$ cat src/hdl/base64_stream_decoder_top_defines.svh
// Assertion macros for the base64 stream decoder.
`ifndef BASE64_STREAM_DECODER_TOP_DEFINES_SVH
`define BASE64_STREAM_DECODER_TOP_DEFINES_SVH

// Check that cond implies prop in the same cycle.
`define B64D_ASSERT_NOW(label, cond, prop) \
  label: assert property (@(posedge clk) disable iff (rst) (cond) |-> (prop)) \
    else $error("base64 decoder check failed");

// Check that cond implies prop in the next cycle.
`define B64D_ASSERT_NEXT(label, cond, prop) \
  label: assert property (@(posedge clk) disable iff (rst) (cond) |=> (prop)) \
    else $error("base64 decoder check failed");

`endif

$ cat src/hdl/b64d_pkg.sv
// Types, character codes and the alphabet lookup for the base64 decoder.
`default_nettype none
package b64d_pkg;

  localparam logic [7:0] CHAR_UPPER_A = 8'h41;
  localparam logic [7:0] CHAR_UPPER_Z = 8'h5A;
  localparam logic [7:0] CHAR_LOWER_A = 8'h61;
  localparam logic [7:0] CHAR_LOWER_Z = 8'h7A;
  localparam logic [7:0] CHAR_DIGIT_0 = 8'h30;
  localparam logic [7:0] CHAR_DIGIT_9 = 8'h39;
  localparam logic [7:0] CHAR_PLUS    = 8'h2B;
  localparam logic [7:0] CHAR_SLASH   = 8'h2F;

  localparam logic [7:0] OFFSET_LOWER = 8'd26;
  localparam logic [7:0] OFFSET_DIGIT = 8'd52;
  localparam logic [5:0] SEXTET_PLUS  = 6'd62;
  localparam logic [5:0] SEXTET_SLASH = 6'd63;

  typedef struct packed {
    logic [5:0] sextet;
    logic       stop;
    logic       last;
  } class_t;

  typedef struct packed {
    logic empty;
    logic full;
  } q_stat_t;

  function automatic class_t classify(input logic [7:0] c, input logic last);
    class_t r;
    logic [7:0] v;
    r.sextet = '0;
    r.stop   = 1'b0;
    r.last   = last;
    v        = '0;
    priority if (c >= CHAR_UPPER_A && c <= CHAR_UPPER_Z) begin
      v = c - CHAR_UPPER_A;
    end else if (c >= CHAR_LOWER_A && c <= CHAR_LOWER_Z) begin
      v = c - CHAR_LOWER_A + OFFSET_LOWER;
    end else if (c >= CHAR_DIGIT_0 && c <= CHAR_DIGIT_9) begin
      v = c - CHAR_DIGIT_0 + OFFSET_DIGIT;
    end else if (c == CHAR_PLUS) begin
      v = {2'b00, SEXTET_PLUS};
    end else if (c == CHAR_SLASH) begin
      v = {2'b00, SEXTET_SLASH};
    end else begin
      r.stop = 1'b1;
    end
    r.sextet = v[5:0];
    return r;
  endfunction

endpackage
`default_nettype wire

$ cat src/hdl/b64d_front.sv
// Front end: accepts characters and classifies them into sextets or stops.
`default_nettype none
module b64d_front (
  input  wire logic             in_valid,
  output logic                  in_stall,
  input  wire logic [7:0]       character,
  input  wire logic             message_last,
  input  wire b64d_pkg::q_stat_t q_stat,
  output logic                  push,
  output b64d_pkg::class_t      push_data
);
  import b64d_pkg::*;

  assign in_stall  = q_stat.full;
  assign push      = in_valid && !q_stat.full;
  assign push_data = classify(character, message_last);

endmodule
`default_nettype wire

$ cat src/hdl/b64d_queue.sv
// Short queue of classified characters between front and back end.
`default_nettype none
module b64d_queue #(
  parameter int DEPTH = 2
) (
  input  wire logic              clk,
  input  wire logic              rst,
  input  wire logic              push,
  input  wire b64d_pkg::class_t  push_data,
  input  wire logic              pop,
  output b64d_pkg::class_t       pop_data,
  output b64d_pkg::q_stat_t      q_stat
);
  import b64d_pkg::*;

  localparam int PTR_W = $clog2(DEPTH);
  localparam int CNT_W = $clog2(DEPTH + 1);

  class_t             entries [DEPTH];
  logic [PTR_W-1:0]   wr_ptr;
  logic [PTR_W-1:0]   rd_ptr;
  logic [CNT_W-1:0]   count;
  logic [CNT_W-1:0]   count_next;

  function automatic logic [PTR_W-1:0] ptr_inc(input logic [PTR_W-1:0] p);
    if (p == PTR_W'(DEPTH - 1)) return '0;
    return p + PTR_W'(1);
  endfunction

  always_comb begin
    count_next = count;
    if (push && !pop) count_next = count + CNT_W'(1);
    else if (pop && !push) count_next = count - CNT_W'(1);
  end

  always_ff @(posedge clk) begin
    if (rst) begin
      wr_ptr <= '0;
      rd_ptr <= '0;
      count  <= '0;
    end else begin
      if (push) wr_ptr <= ptr_inc(wr_ptr);
      if (pop) rd_ptr <= ptr_inc(rd_ptr);
      count <= count_next;
    end
  end

  always_ff @(posedge clk) begin
    if (push) entries[wr_ptr] <= push_data;
  end

  assign pop_data     = entries[rd_ptr];
  assign q_stat.empty = (count == '0);
  assign q_stat.full  = (count == CNT_W'(DEPTH));

endmodule
`default_nettype wire

$ cat src/hdl/b64d_back.sv
// Back end: packs sextets into bytes, flushes on message end, holds the result.
`default_nettype none
module b64d_back (
  input  wire logic              clk,
  input  wire logic              rst,
  input  wire b64d_pkg::q_stat_t q_stat,
  input  wire b64d_pkg::class_t  pop_data,
  output logic                   pop,
  output logic                   out_valid,
  input  wire logic              out_stall,
  output logic [7:0]             byte_first,
  output logic [7:0]             byte_second,
  output logic [7:0]             byte_third,
  output logic [1:0]             byte_count,
  output logic                   message_end,
  output logic                   halted
);
  import b64d_pkg::*;

  logic [1:0]  group_fill;
  logic [17:0] pending_sextets;
  logic        stop_seen;

  logic [1:0]  group_fill_next;
  logic [17:0] pending_sextets_next;
  logic        stop_seen_next;
  logic [23:0] word;
  logic [1:0]  count;
  logic        halted_now;

  assign pop = !q_stat.empty && (!out_valid || !out_stall);

  always_comb begin
    group_fill_next      = group_fill;
    pending_sextets_next = pending_sextets;
    stop_seen_next       = stop_seen;
    word                 = '0;
    count                = '0;
    if (!stop_seen) begin
      priority if (pop_data.stop) begin
        stop_seen_next = 1'b1;
      end else if (group_fill == 2'd3) begin
        word                 = {pending_sextets, pop_data.sextet};
        count                = 2'd3;
        group_fill_next      = '0;
        pending_sextets_next = '0;
      end else begin
        pending_sextets_next = {pending_sextets[11:0], pop_data.sextet};
        group_fill_next      = group_fill + 2'd1;
      end
    end
    halted_now = stop_seen_next;
    if (pop_data.last) begin
      if (count == 2'd0) begin
        unique case (group_fill_next)
          2'd2: begin
            word  = {pending_sextets_next[11:0], 12'h000};
            count = 2'd1;
          end
          2'd3: begin
            word  = {pending_sextets_next, 6'h00};
            count = 2'd2;
          end
          default: ;
        endcase
      end
      group_fill_next      = '0;
      pending_sextets_next = '0;
      stop_seen_next       = 1'b0;
    end
  end

  always_ff @(posedge clk) begin
    if (rst) begin
      group_fill      <= '0;
      pending_sextets <= '0;
      stop_seen       <= 1'b0;
      out_valid       <= 1'b0;
    end else begin
      if (pop) begin
        group_fill      <= group_fill_next;
        pending_sextets <= pending_sextets_next;
        stop_seen       <= stop_seen_next;
        out_valid       <= 1'b1;
      end else if (!out_stall) begin
        out_valid <= 1'b0;
      end
    end
  end

  always_ff @(posedge clk) begin
    if (pop) begin
      byte_first  <= (count >= 2'd1) ? word[23:16] : 8'h00;
      byte_second <= (count >= 2'd2) ? word[15:8]  : 8'h00;
      byte_third  <= (count == 2'd3) ? word[7:0]   : 8'h00;
      byte_count  <= count;
      message_end <= pop_data.last;
      halted      <= halted_now;
    end
  end

endmodule
`default_nettype wire

$ cat src/hdl/base64_stream_decoder_top.sv
// Top level of the streaming base64 decoder.
//
// Takes one ASCII character per transaction and returns exactly one result per
// character, carrying zero to three decoded bytes. A new character is accepted
// every cycle while the queue is not full. Each result is registered: the
// character is written into the queue and, once popped, is decoded straight
// into the result register. The rate of one per cycle is set by the group
// update in the back end. A queue of QUEUE_DEPTH entries (at least 2)
// absorbs output stalls so the input keeps flowing until it fills.
`default_nettype none
`include "base64_stream_decoder_top_defines.svh"
module base64_stream_decoder_top #(
  parameter int QUEUE_DEPTH = 2
) (
  input  wire logic       clk,
  input  wire logic       rst,
  input  wire logic       in_valid,
  output logic            in_stall,
  input  wire logic [7:0] character,
  input  wire logic       message_last,
  output logic            out_valid,
  input  wire logic       out_stall,
  output logic [7:0]      byte_first,
  output logic [7:0]      byte_second,
  output logic [7:0]      byte_third,
  output logic [1:0]      byte_count,
  output logic            message_end,
  output logic            halted
);
  import b64d_pkg::*;

  q_stat_t q_stat;
  class_t  push_data;
  class_t  pop_data;
  logic    push;
  logic    pop;

  b64d_front u_front (
    .in_valid     (in_valid),
    .in_stall     (in_stall),
    .character    (character),
    .message_last (message_last),
    .q_stat       (q_stat),
    .push         (push),
    .push_data    (push_data)
  );

  b64d_queue #(
    .DEPTH (QUEUE_DEPTH)
  ) u_queue (
    .clk       (clk),
    .rst       (rst),
    .push      (push),
    .push_data (push_data),
    .pop       (pop),
    .pop_data  (pop_data),
    .q_stat    (q_stat)
  );

  b64d_back u_back (
    .clk         (clk),
    .rst         (rst),
    .q_stat      (q_stat),
    .pop_data    (pop_data),
    .pop         (pop),
    .out_valid   (out_valid),
    .out_stall   (out_stall),
    .byte_first  (byte_first),
    .byte_second (byte_second),
    .byte_third  (byte_third),
    .byte_count  (byte_count),
    .message_end (message_end),
    .halted      (halted)
  );

  `B64D_ASSERT_NOW(a_queue_status, 1'b1, !(q_stat.full && q_stat.empty))
  `B64D_ASSERT_NEXT(a_pop_gives_result, pop, out_valid)
  `B64D_ASSERT_NOW(a_full_group_not_halted, out_valid && byte_count == 2'd3, !halted)
  `B64D_ASSERT_NOW(a_unused_bytes_zero, out_valid && byte_count == 2'd0,
                   byte_first == 8'h00 && byte_second == 8'h00 && byte_third == 8'h00)

endmodule
`default_nettype wire

$ cat config.mk
export PLATFORM = sky130hd
export DESIGN_NAME = base64_stream_decoder_top
export DESIGN_NICKNAME = d
export VERILOG_FILES = /design/src/hdl/b64d_pkg.sv /design/src/hdl/b64d_front.sv /design/src/hdl/b64d_queue.sv /design/src/hdl/b64d_back.sv /design/src/hdl/base64_stream_decoder_top.sv
export VERILOG_INCLUDE_DIRS = /design/src /design/src/hdl
export SDC_FILE = /design/constraint.sdc
export NUM_CORES = 1
export LEC_CHECK = 0
export ABC_AREA = 1
export BUFFER_PORTS_ARGS = -buffer_cell sky130_fd_sc_hd__buf_2
export CAP_MARGIN = 25
export CORE_UTILIZATION = 50
export CTS_BUF_LIST = sky130_fd_sc_hd__clkbuf_2 sky130_fd_sc_hd__clkbuf_4 sky130_fd_sc_hd__clkbuf_8
export CTS_CLUSTER_SIZE = 12
export DETAILED_ROUTE_END_ITERATION = 10
export PLACE_DENSITY = 0.73
export SYNTH_ARGS = -nofsm -noshare
export SYNTH_HDL_FRONTEND = slang
export SYNTH_SLANG_ARGS = --single-unit
$ cat constraint.sdc
create_clock -name clk -period 2.3 [get_ports clk]
set_clock_uncertainty 0.05 [all_clocks]
set_input_delay 0.575 -clock clk [delete_from_list [all_inputs] [get_ports clk]]
set_output_delay 0.575 -clock clk [all_outputs]
set_load 0.03 [all_outputs]
======== Word level (Yosys, flattened, before mapping) ========
Memory sizes are Yosys's and may differ from the RTL's. A register that Yosys moved wholly into a read port is not among the register bits.
Cells that the tools add are included.
storage, ports and cells
  bits of input ports ..................... 13
  logic and storage cells ................. 108
  register bits ........................... 54
  bits in writable memories ............... 16
  memories kept ........................... 1
memory list
  name             depth  width  read ports  clocked after Yosys merged registers in  wr ports  line              text
  u_queue.entries  2      8      1           1                                        1         b64d_queue.sv:19  class_t entries [DEPTH];
operators by class
  $add $sub $neg .......................... 10
  equal/unequal tests ..................... 8
  reduce and logical (&&, ||, !) cells .... 17
  multiplexer cells ....................... 51
  $lt $le $gt $ge ......................... 8
operator list
  kind                   number
  $mux W24               5
  $mux W18               4
  $pmux W24 S2           1
  $mux W6                5
  $mux W1                24
  $mux W2                11
  $eq A8 B6 Y1 const B   2
  $ge A8 B7 Y1 const B   2
  $le A8 B7 Y1 const B   2
  $sub A6 B6 Y6 const B  2
  $eq A2 B2 Y1 const B   5
  $ge A8 B6 Y1 const B   1
  $le A8 B6 Y1 const B   1
  $logic_and A1 B1 Y1    7
  $add A6 B5 Y6 const B  1
  $add A6 B6 Y6 const B  1
  $logic_not A1 Y1       6
  $sub A6 B1 Y6 const B  1
  $add A2 B1 Y2 const B  2
  $logic_not A2 Y1       2
  $pmux W2 S2            1
  $add A1 B1 Y1 const B  2
  $ge A2 B1 Y1 const B   1
  $ge A2 B2 Y1 const B   1
  other kinds (4)        4

======== Logic depth before layout (Yosys ltp) ========
Gate-level depths: netlist of the first run.
  word-level depth ........................ 9
  gate-level depth with buffers ........... 12
  mapped depth without buffers ............ 10

======== Hierarchy ========
Synthesis of the first run repeated with hierarchy kept, for this count alone.
second synthesis, totals
  cells, all modules ...................... 503
  area total of the unflattened synthesis .. 3,922.5 um2
by module, submodules not included
  module      times used  cells each  area each (um2)  sequential area each (um2)
  b64d_back   1           315         2,416.1          1,281.2
  b64d_queue  1           58          804.5            580.6
  b64d_front  1           130         701.9            0.0

======== Least setup slack after synthesis of the first run ========
No wires, ideal clock.
  kind .................................... input to register
  start ................................... in out_stall
  end ..................................... reg u_back.byte_count[0] (enable)
  data arrival time ....................... 1,558 ps
  stages on the path ...................... 4
  buffers on the path ..................... 1
  setup slack ............................. 309 ps
  data required time ...................... 1,867 ps
  cells stage by stage .................... nand2_1 > o21ai_2 > clkbuf_1 > inv_1
between the ends
  cells in the longest elaborated chain, start to end .. 3
ends and longest elaborated chain
  item                  line                             text
  start, declared       base64_stream_decoder_top.sv:22  input wire logic out_stall,
  $logic_not A1 Y1      b64d_back.sv:31                  assign pop = !q_stat.empty && (!out_valid || !out_stall);
  $logic_or A1 B1 Y1    b64d_back.sv:31
  $logic_and A1 B1 Y1   b64d_back.sv:31
  net pop               base64_stream_decoder_top.sv:36  logic pop;
  end signal, assigned  b64d_back.sv:96                  byte_count <= count;
  end, declared         b64d_back.sv:14                  output logic [1:0] byte_count,
The timed path passes the listed nets, and every way through them passes these cells.
A chain may end at the register's enable or synchronous reset.

==> results_dict.tcl, run 1 <==
set metrics [dict create \
    hold_path_class "input pin to flip-flop" \
    gp_congestion 0.898 \
    yosysWarningCount 0 \
    synth_seq_cells 71 \
    start_kind "input pin" \
    min_period_ps 1930 \
    post-route-period-util_pct 83.7 \
    overflow 0 \
    leakage_nw 1.93 \
    holdBufCountCts 0 \
    critical_path_class "input pin to flip-flop" \
    routed_wl_um 8220 \
    syn-cell-area_um2 3910 \
    antenna_left 0 \
    initial_utilization_pct 52.8 \
    synth_top_family_by_area "simple AND/OR/NAND/NOR gates" \
    finalNetCount 553 \
    grt_pass1_wl_um 13800 \
    cts_setup_buffers 0 \
    worst-path-max-fanout 7 \
    drv_slew 0 \
    htreeDepth 3 \
    max_slew_margin_pct 65.2 \
    status "finished, final reports clean" \
    end_kind "flip-flop" \
    path_clk_slew_ps 60 \
    yosys.cell_types.count 34 \
    dr.pass1.iters 7 \
    setup_violations 0 \
    cts_buffers 9 \
    cts_resized 0 \
    antenna_found_initial 0 \
    die_area_um2 8180 \
    synthAdderAreaFrac_pct 3.84 \
    max_freq_ghz 0.519 \
    worstPathRequired_ps 2320 \
    synthXorXnorAreaFrac_pct 2.01 \
    syn_area_per_cell_um2 8.24 \
    grt.total_usage_pct 21.0 \
    dr.first_iter.drc_count 208 \
    muxShareOfSynthArea_pct 0 \
    grt_max_degree 28 \
    io_buffers 42 \
    dp_hpwl_um 6120 \
    fin_ws_ps 374 \
    layout-drive-gt1-share_pct 20.1 \
    ys_seq_area_share_pct 47.6 \
    die_w_um 90.5 \
    clk_latency_ps 340 \
    clk_path_buf_depth 2 \
    rsz0062_at_grt "no" \
    ios 43 \
    worst_pin_slew_ps 523 \
    power.density_nw_per_um2 1190 \
    final_common_cell "nand2_1" \
    cts.sinks 71 \
    grt_pass1_vias 3057 \
    cp.arrival_ps 1940 \
    wl_per_cell_um 13.0 \
    area_growth_pct 14.0 \
    synthCells 475 \
    n_antenna_cell 0 \
    hold_violations 0 \
    synth-compound-area-share_pct 9.95 \
    coreArea_um2 7410 \
    tns_ps 0 \
    syn_nets 500 \
    via_count 3294 \
    synthSimpleGateAreaFrac_pct 29.6 \
    cts-root-buf "clkbuf_8" \
    maxCapViolations 0 \
    final_cell_mix "nand2_1 (156), nand3_1 (44), edfxtp_1 (44), buf_2 (42), inv_1 (40)" \
    tritoncts "done" \
    peakVddDrop_v 0.000695 \
    pre_cts_slack_ps 52.6 \
    rows 31 \
    drc 0 \
    die_h_um 90.5 \
    vias_per_cell 5.21 \
]
[cells by family after synthesis]
logic type      after synthesis
fa+ha+maj                    12
simple gates                255
xor+xnor                      9
buf+inv                      60
compound gates               68
flops                        71
[path summary, 6_finish.rpt]
path         depth (start not counted)                   endpoint  slack [ps]                       from
min reg2reg                          2  u_back.pending_sextets[6]         420  u_back.pending_sextets[6]
min                                  1      u_queue.entries[0][0]         390               message_last
max reg2reg                          8      u_back.byte_second[6]         420       u_back.group_fill[0]
max                                 10      u_queue.entries[1][3]         370               character[2]
[per-stage QoR]
step                power (mW)  cell area (um2)  util (%)  cells  hold slack, ps
floorplan                 3.79             3910         -    475             395
global placement          4.38             4270      57.7    616             404
detailed placement        4.41             4270      57.7    616             408
CTS                       5.31             4460      60.2    632             376
global route              5.59             4460      60.2    632             370
finish                    5.29             4460      60.2    632             388
[state kept, by name, indices dropped and copies added, names as in the netlist, named ones only]
register,flops
u_back.pending_sextets,18
u_queue.count,2
u_back.byte_second,8
u_back.byte_count,2
u_queue.rd_ptr,1
u_back.byte_third,8
u_queue.entries,16
u_back.stop_seen,1
u_queue.wr_ptr,1
u_back.halted,1
u_back.message_end,1
u_back.byte_first,8
u_back.out_valid,1
u_back.group_fill,2
[power by group]
group	total, mW	internal [mW]	switching (mW)
Combinational	2.43	0.675	1.76
Clock	0.914	0.498	0.416
Sequential	1.94	1.81	0.136
Total	5.29	2.98	2.31
[layer usage]
layer	routed length (um)	global-route usage [%]	vias to the layer above
met1	3670	26.6	1489
li1	-	-	1683
met2	4010	35.5	110
met5	0	0	-
met3	430	4.29	12
met4	109	7.39	0
[layout make-up]
| type | instances | area [um2] |
|---|---|---|
| timing repair buffer | 58 | 343 |
| clock inverter | 1 | 5.00 |
| clock buffer | 15 | 181 |
| inverter | 44 | 168 |
| fill | 646 | 2950 |
| tap | 99 | 124 |
| sequential | 71 | 1860 |
| multi-input combinational | 344 | 1780 |
[cell usage after synthesis, drive strengths merged]
cell,count,area share [%]
o21a,2,0.38
xor2,9,2.0
nor3,8,1.2
nand4,6,0.96
nand2,167,17
or2,3,0.48
o21ai,28,4.2
nand3b,1,0.19
o31ai,3,0.83
a21oi,33,4.2
ha,12,3.8
nor4,1,0.16
inv,44,4.3
buf,9,2.0
o22ai,1,0.16
nand3,46,6.5
clkbuf,7,0.67
nor2,23,2.8
edfxtp,44,34
o21bai,1,0.19
dfxtp,27,14
[worst max-delay path, stage by stage]
cell and delay, ps:
buf_2 140, inv_1 120, ha_1 200, inv_1 60, o21ai_0 210, nand2_1 70
nand3_1 70, nand3b_1 220, nand3_1 170, nand3_1 100
Power figures use the tool's default switching activity.
==> inputs of run 2 (changes only) <==
--- a/config.mk
+++ b/config.mk
@@ -13,7 +13,7 @@
 export CTS_BUF_LIST = sky130_fd_sc_hd__clkbuf_2 sky130_fd_sc_hd__clkbuf_4 sky130_fd_sc_hd__clkbuf_8
 export CTS_CLUSTER_SIZE = 12
 export DETAILED_ROUTE_END_ITERATION = 10
-export PLACE_DENSITY = 0.73
+export PLACE_DENSITY = 0.75
 export SYNTH_ARGS = -nofsm -noshare
 export SYNTH_HDL_FRONTEND = slang
 export SYNTH_SLANG_ARGS = --single-unit
==> constraint.sdc (replaced) <==
create_clock -name clk -period 1.7 [get_ports clk]
set_clock_uncertainty 0.05 [all_clocks]
set_input_delay 0.425 -clock clk [delete_from_list [all_inputs] [get_ports clk]]
set_output_delay 0.425 -clock clk [all_outputs]
set_load 0.03 [all_outputs]
==> results_dict.tcl, run 2 (synthesis gave the netlist of run 1 again) <==
set metrics [dict create \
    worst_pin_slew_ps 333 \
    cts.sinks 71 \
    largest_reg_flops 18 \
    cp_cell_sequence "inv_4 > buf_4 > nand2_1 > nand2_2 > nand2_4 > buf_6 > nor3_4 > nand2_1 > nand3_1" \
    htreeDepth 3 \
    setup_violations 0 \
    worst-path-max-fanout 7 \
    grt_pass1_wl_um 14500 \
    crit_path_top_delay_cell "dfxtp_4" \
    min_period_ps 1630 \
    final_cell_mix "nand2_1 (156), buf_4 (50), edfxtp_1 (44), nand3_1 (42), buf_2 (42)" \
    io_buffers 42 \
    clk_path_buf_depth 2 \
    path_clk_slew_ps 70 \
    cpMostUsedCell "nand2_1" \
    holdBufCountCts 0 \
    max_slew_margin_pct 77.6 \
    routed_wl_um 8720 \
    power.density_nw_per_um2 1590 \
    regMostFlops "u_back.pending_sextets" \
    dr.first_iter.drc_count 208 \
    drc 0 \
    reg_top3 "u_back.pending_sextets x18, u_queue.entries x16" \
    drt-met1-wl_um 3810 \
    top_layer_used "met4" \
    dp_hpwl_um 6360 \
    antenna_left 0 \
    tritoncts "done" \
    critical_path_class "flip-flop to flip-flop" \
    max_freq_ghz 0.613 \
    total_power_mw 7.69 \
    vias_per_cell 5.19 \
    grt_pass1_vias 3189 \
    tns_ps 0 \
    initial_utilization_pct 52.8 \
    final_common_cell "nand2_1" \
    die_h_um 90.5 \
    dr.pass1.iters 5 \
    antenna_found_initial 0 \
    die_w_um 90.5 \
    overflow 0 \
    worstPathRequired_ps 1860 \
    end_kind "flip-flop" \
    coreArea_um2 7410 \
    layout-drive-gt1-share_pct 28.6 \
    hold_path_class "input pin to flip-flop" \
    finalNetCount 593 \
    rsz0062_at_grt "yes" \
    cp.arrival_ps 1790 \
    leakage_nw 2.13 \
    utilization_pct 65.5 \
    maxCapViolations 0 \
    via_count 3490 \
    peakVddDrop_v 0.00100 \
    area_growth_pct 24.1 \
    n_antenna_cell 0 \
    nFillCells 604 \
    cts-root-buf "clkbuf_8" \
    wl_per_cell_um 13.0 \
    status "finished, final reports clean" \
    rows 31 \
    drv_slew 0 \
    cts_buffers 9 \
    clk_latency_ps 340 \
    grt.total_usage_pct 22.0 \
    die_area_um2 8180 \
    max_stage_delay_ps 370 \
    hold_violations 0 \
    dr_wl_met2_um 4320 \
    post-route-period-util_pct 96.0 \
    hp-start "message_last" \
    ios 43 \
    start_kind "flip-flop" \
    grt_max_degree 29 \
    route.met3.wl_um 486 \
    gp_congestion 0.902 \
]
-- run 2: routing by layer --
| layer | track usage [%] | up-vias |
|---|---|---|
| met1 | 27.8 | 1601 |
| met3 | 5.13 | 10 |
| li1 | - | 1760 |
| met2 | 36.9 | 119 |
| met4 | 7.66 | 0 |
| met5 | 0 | - |
-- run 2: cell type report --
type                            instances  area [um2]  area share [%]
Sequential cell                        71        1870            38.6
Multi-Input combinational cell        344        1840            37.9
Timing Repair Buffer                   98         671            13.8
Inverter                               44         175            3.61
Clock buffer                           14         161            3.32
Tap cell                               99         124            2.55
Clock inverter                          2        10.0           0.206
-- run 2: report_power, final --
part	switching, mW	internal, mW
clock	0.557	0.607
sequential	0.186	2.46
combinational	2.56	1.33
total	3.30	4.39
-- run 2: final timing paths --
check,to,slack (ps),cells past startpoint
hold reg to reg,u_back.pending_sextets[6],420,2
hold / removal,u_queue.entries[1][0],230,1
setup reg to reg,u_back.byte_first[5],70,9
setup / recovery,u_back.byte_first[5],70,9
-- run 2: per-stage QoR --
stage,cell area (um2),worst slack (ps),hold slack (ps),cells
2_1_floorplan,3930,21.9,394,475
6_report,4850,67.6,228,672
5_1_grt,4850,-21.7,208,672
4_1_cts,4740,3.35,214,669
3_5_place_dp,4560,-244,405,653
3_3_place_gp,4560,-200,405,653
-- run 2: repair_timing --
action,CTS,global route
setup endpoints to repair,5,16
setup buffers,0,3
pin swaps,1,11
endpoints found under the hold margin,0,0
gates resized for setup,4,21
-- run 2: worst max-delay path: cells and delay by family, from the launching register on --
kind	cells	cell delay, ps
buf+inv	3	340
flops	1	370
simple gates	6	740
==> inputs of run 3 (changes only) <==
--- a/config.mk
+++ b/config.mk
@@ -13,7 +13,7 @@
 export CTS_BUF_LIST = sky130_fd_sc_hd__clkbuf_2 sky130_fd_sc_hd__clkbuf_4 sky130_fd_sc_hd__clkbuf_8
 export CTS_CLUSTER_SIZE = 12
 export DETAILED_ROUTE_END_ITERATION = 10
-export PLACE_DENSITY = 0.75
+export PLACE_DENSITY = 0.73
 export SYNTH_ARGS = -nofsm -noshare
 export SYNTH_HDL_FRONTEND = slang
 export SYNTH_SLANG_ARGS = --single-unit
==> constraint.sdc (replaced) <==
create_clock -name clk -period 1.9 [get_ports clk]
set_clock_uncertainty 0.05 [all_clocks]
set_input_delay 0.475 -clock clk [delete_from_list [all_inputs] [get_ports clk]]
set_output_delay 0.475 -clock clk [all_outputs]
set_load 0.03 [all_outputs]
==> results_dict.tcl, run 3 (synthesis gave the netlist of run 1 again) <==
set metrics [dict create \
    final_cell_mix "nand2_1 (156), nand3_1 (44), edfxtp_1 (44), buf_2 (42), inv_1 (39)" \
    pre_cts_slack_ps -122 \
    vias_per_cell 5.20 \
    cp_cell_sequence "ha_2 > clkinvlp_4 > nand2_1 > o21ai_2 > inv_2 > nor2_1 > nor2_1 > nor2_1" \
    rows 31 \
    dr.first_iter.drc_count 205 \
    routed_wl_um 8400 \
    grt_pass1_vias 3189 \
    max_freq_ghz 0.562 \
    cp.arrival_ps 1830 \
    dp_hpwl_um 6290 \
    worst_pin_slew_ps 360 \
    cts_setup_buffers 0 \
    drc 0 \
    power.density_nw_per_um2 1480 \
    die_area_um2 8180 \
    clockPowerShare_pct 22.8 \
    crit_path_top_delay_cell "dfxtp_1" \
    rsz0062_at_grt "no" \
    cpMostUsedCell "nor2_1" \
    coreArea_um2 7410 \
    via_count 3393 \
    max_stage_delay_ps 430 \
    largest_reg_flops 18 \
    end_kind "flip-flop" \
    leakage_nw 2.06 \
    ios 43 \
    nFillCells 613 \
    die_h_um 90.5 \
    utilization_pct 63.5 \
    max_slew_margin_pct 75.8 \
    drv_slew 0 \
    cts.sinks 71 \
    worstPathRequired_ps 1950 \
    critical_path_class "flip-flop to flip-flop" \
    layout-drive-gt1-share_pct 23.5 \
    cts_buffers 9 \
    comb_power_share_pct 43.4 \
    peakVddDrop_v 0.000883 \
    wl_per_cell_um 12.9 \
    hold_violations 0 \
    swShare_pct 41.2 \
    status "finished, final reports clean" \
    intPower_mw 4.08 \
    reg_top3 "u_back.pending_sextets x18, u_queue.entries x16" \
    io_buffers 42 \
    min_period_ps 1780 \
    n_antenna_cell 0 \
    post-route-period-util_pct 93.7 \
    fin_ws_ps 120 \
    start_kind "flip-flop" \
    worst_hold_slack_ps 281 \
    gp_congestion 0.850 \
    final_common_cell "nand2_1" \
    power.switching_mw 2.86 \
    overflow 0 \
    setup_violations 0 \
    initial_utilization_pct 52.8 \
    area_growth_pct 20.3 \
    grt.total_usage_pct 22.1 \
    regMostFlops "u_back.pending_sextets" \
    finalNetCount 574 \
    stdcell_count 653 \
    grt_max_degree 24 \
    tns_ps 0 \
    tritoncts "done" \
    hold_path_class "input pin to flip-flop" \
    maxCapViolations 0 \
    cts-root-buf "clkbuf_8" \
    clk_latency_ps 350 \
    path_clk_slew_ps 80 \
    dr.pass1.iters 5 \
    dp_cells 637 \
    grt_pass1_wl_um 14500 \
    htreeDepth 3 \
    power_frac_seq_pct 33.8 \
    clk_path_buf_depth 2 \
    antenna_found_initial 0 \
    die_w_um 90.5 \
    antenna_left 0 \
    worst-path-max-fanout 12 \
]
## run 3: cell count changes in the layout (fill, tap and decap cells not counted), moves of 3 or more
cell       change
buf_6          -4
clkbuf_4       -5
o21ai_2        -3
bufinv_16      +4
dfxtp_1        +3
buf_4         -14
## run 3: repair_timing
item / CTS / global route
gates resized for setup: 0 / 4
hold buffers: 0 / 0
endpoints found under the hold margin: 0 / 0
endpoints found under the setup margin: 0 / 9
## run 3: power groups by stage
stage                     Combinational [mW]  Sequential, mW  Clock (mW)
final                                   3.01            2.35        1.58
after global routing                    3.24            2.40        1.66
after CTS                               3.00            2.35        1.60
after detailed placement                2.99            2.38           0
after global placement                  2.95            2.37           0
after floorplan                         1.58            3.02           0
## run 3: critical path, delay by kind of cell, from the launching register on
family	cells	cell delay, ps
flops	1	430
simple gates	4	410
buf+inv	2	290
fa+ha+maj	1	240
compound gates	1	90
## run 3: layout make-up
cell class                 instances  area (um2)  area share [%]
clock inverter                     6         130            2.76
tap                               99         124            2.63
clock buffer                      10         138            2.92
sequential                        71        1860            39.6
inverter                          44         171            3.64
timing repair buffer              79         500            10.6
multi-input combinational        344        1780            37.8
## run 3: final timing paths
| kind | start | slack, ps | end | cells past startpoint |
|---|---|---|---|---|
| worst max-delay path | u_back.group_fill[0] | 120 | u_back.byte_second[6] | 8 |
| worst min-delay path | message_last | 280 | u_queue.entries[0][0] | 1 |
| worst max register to register | u_back.group_fill[0] | 120 | u_back.byte_second[6] | 8 |
| worst min register to register | u_back.stop_seen | 420 | u_back.stop_seen | 2 |
## run 3: per-stage QoR
stage | area (um2) | power (mW)
global placement | 4430 | 5.32
global route | 4710 | 7.31
detailed placement | 4430 | 5.37
CTS | 4700 | 6.95
floorplan | 3910 | 4.60
finish | 4710 | 6.94
## run 3: per-layer routing
layer	GRT usage, %	part of all wire (%)	wire (um)
met2	36.2	47	3990
met4	8.74	1.8	153
met5	0	0	0
met3	4.29	5.7	477
met1	28.8	45	3780
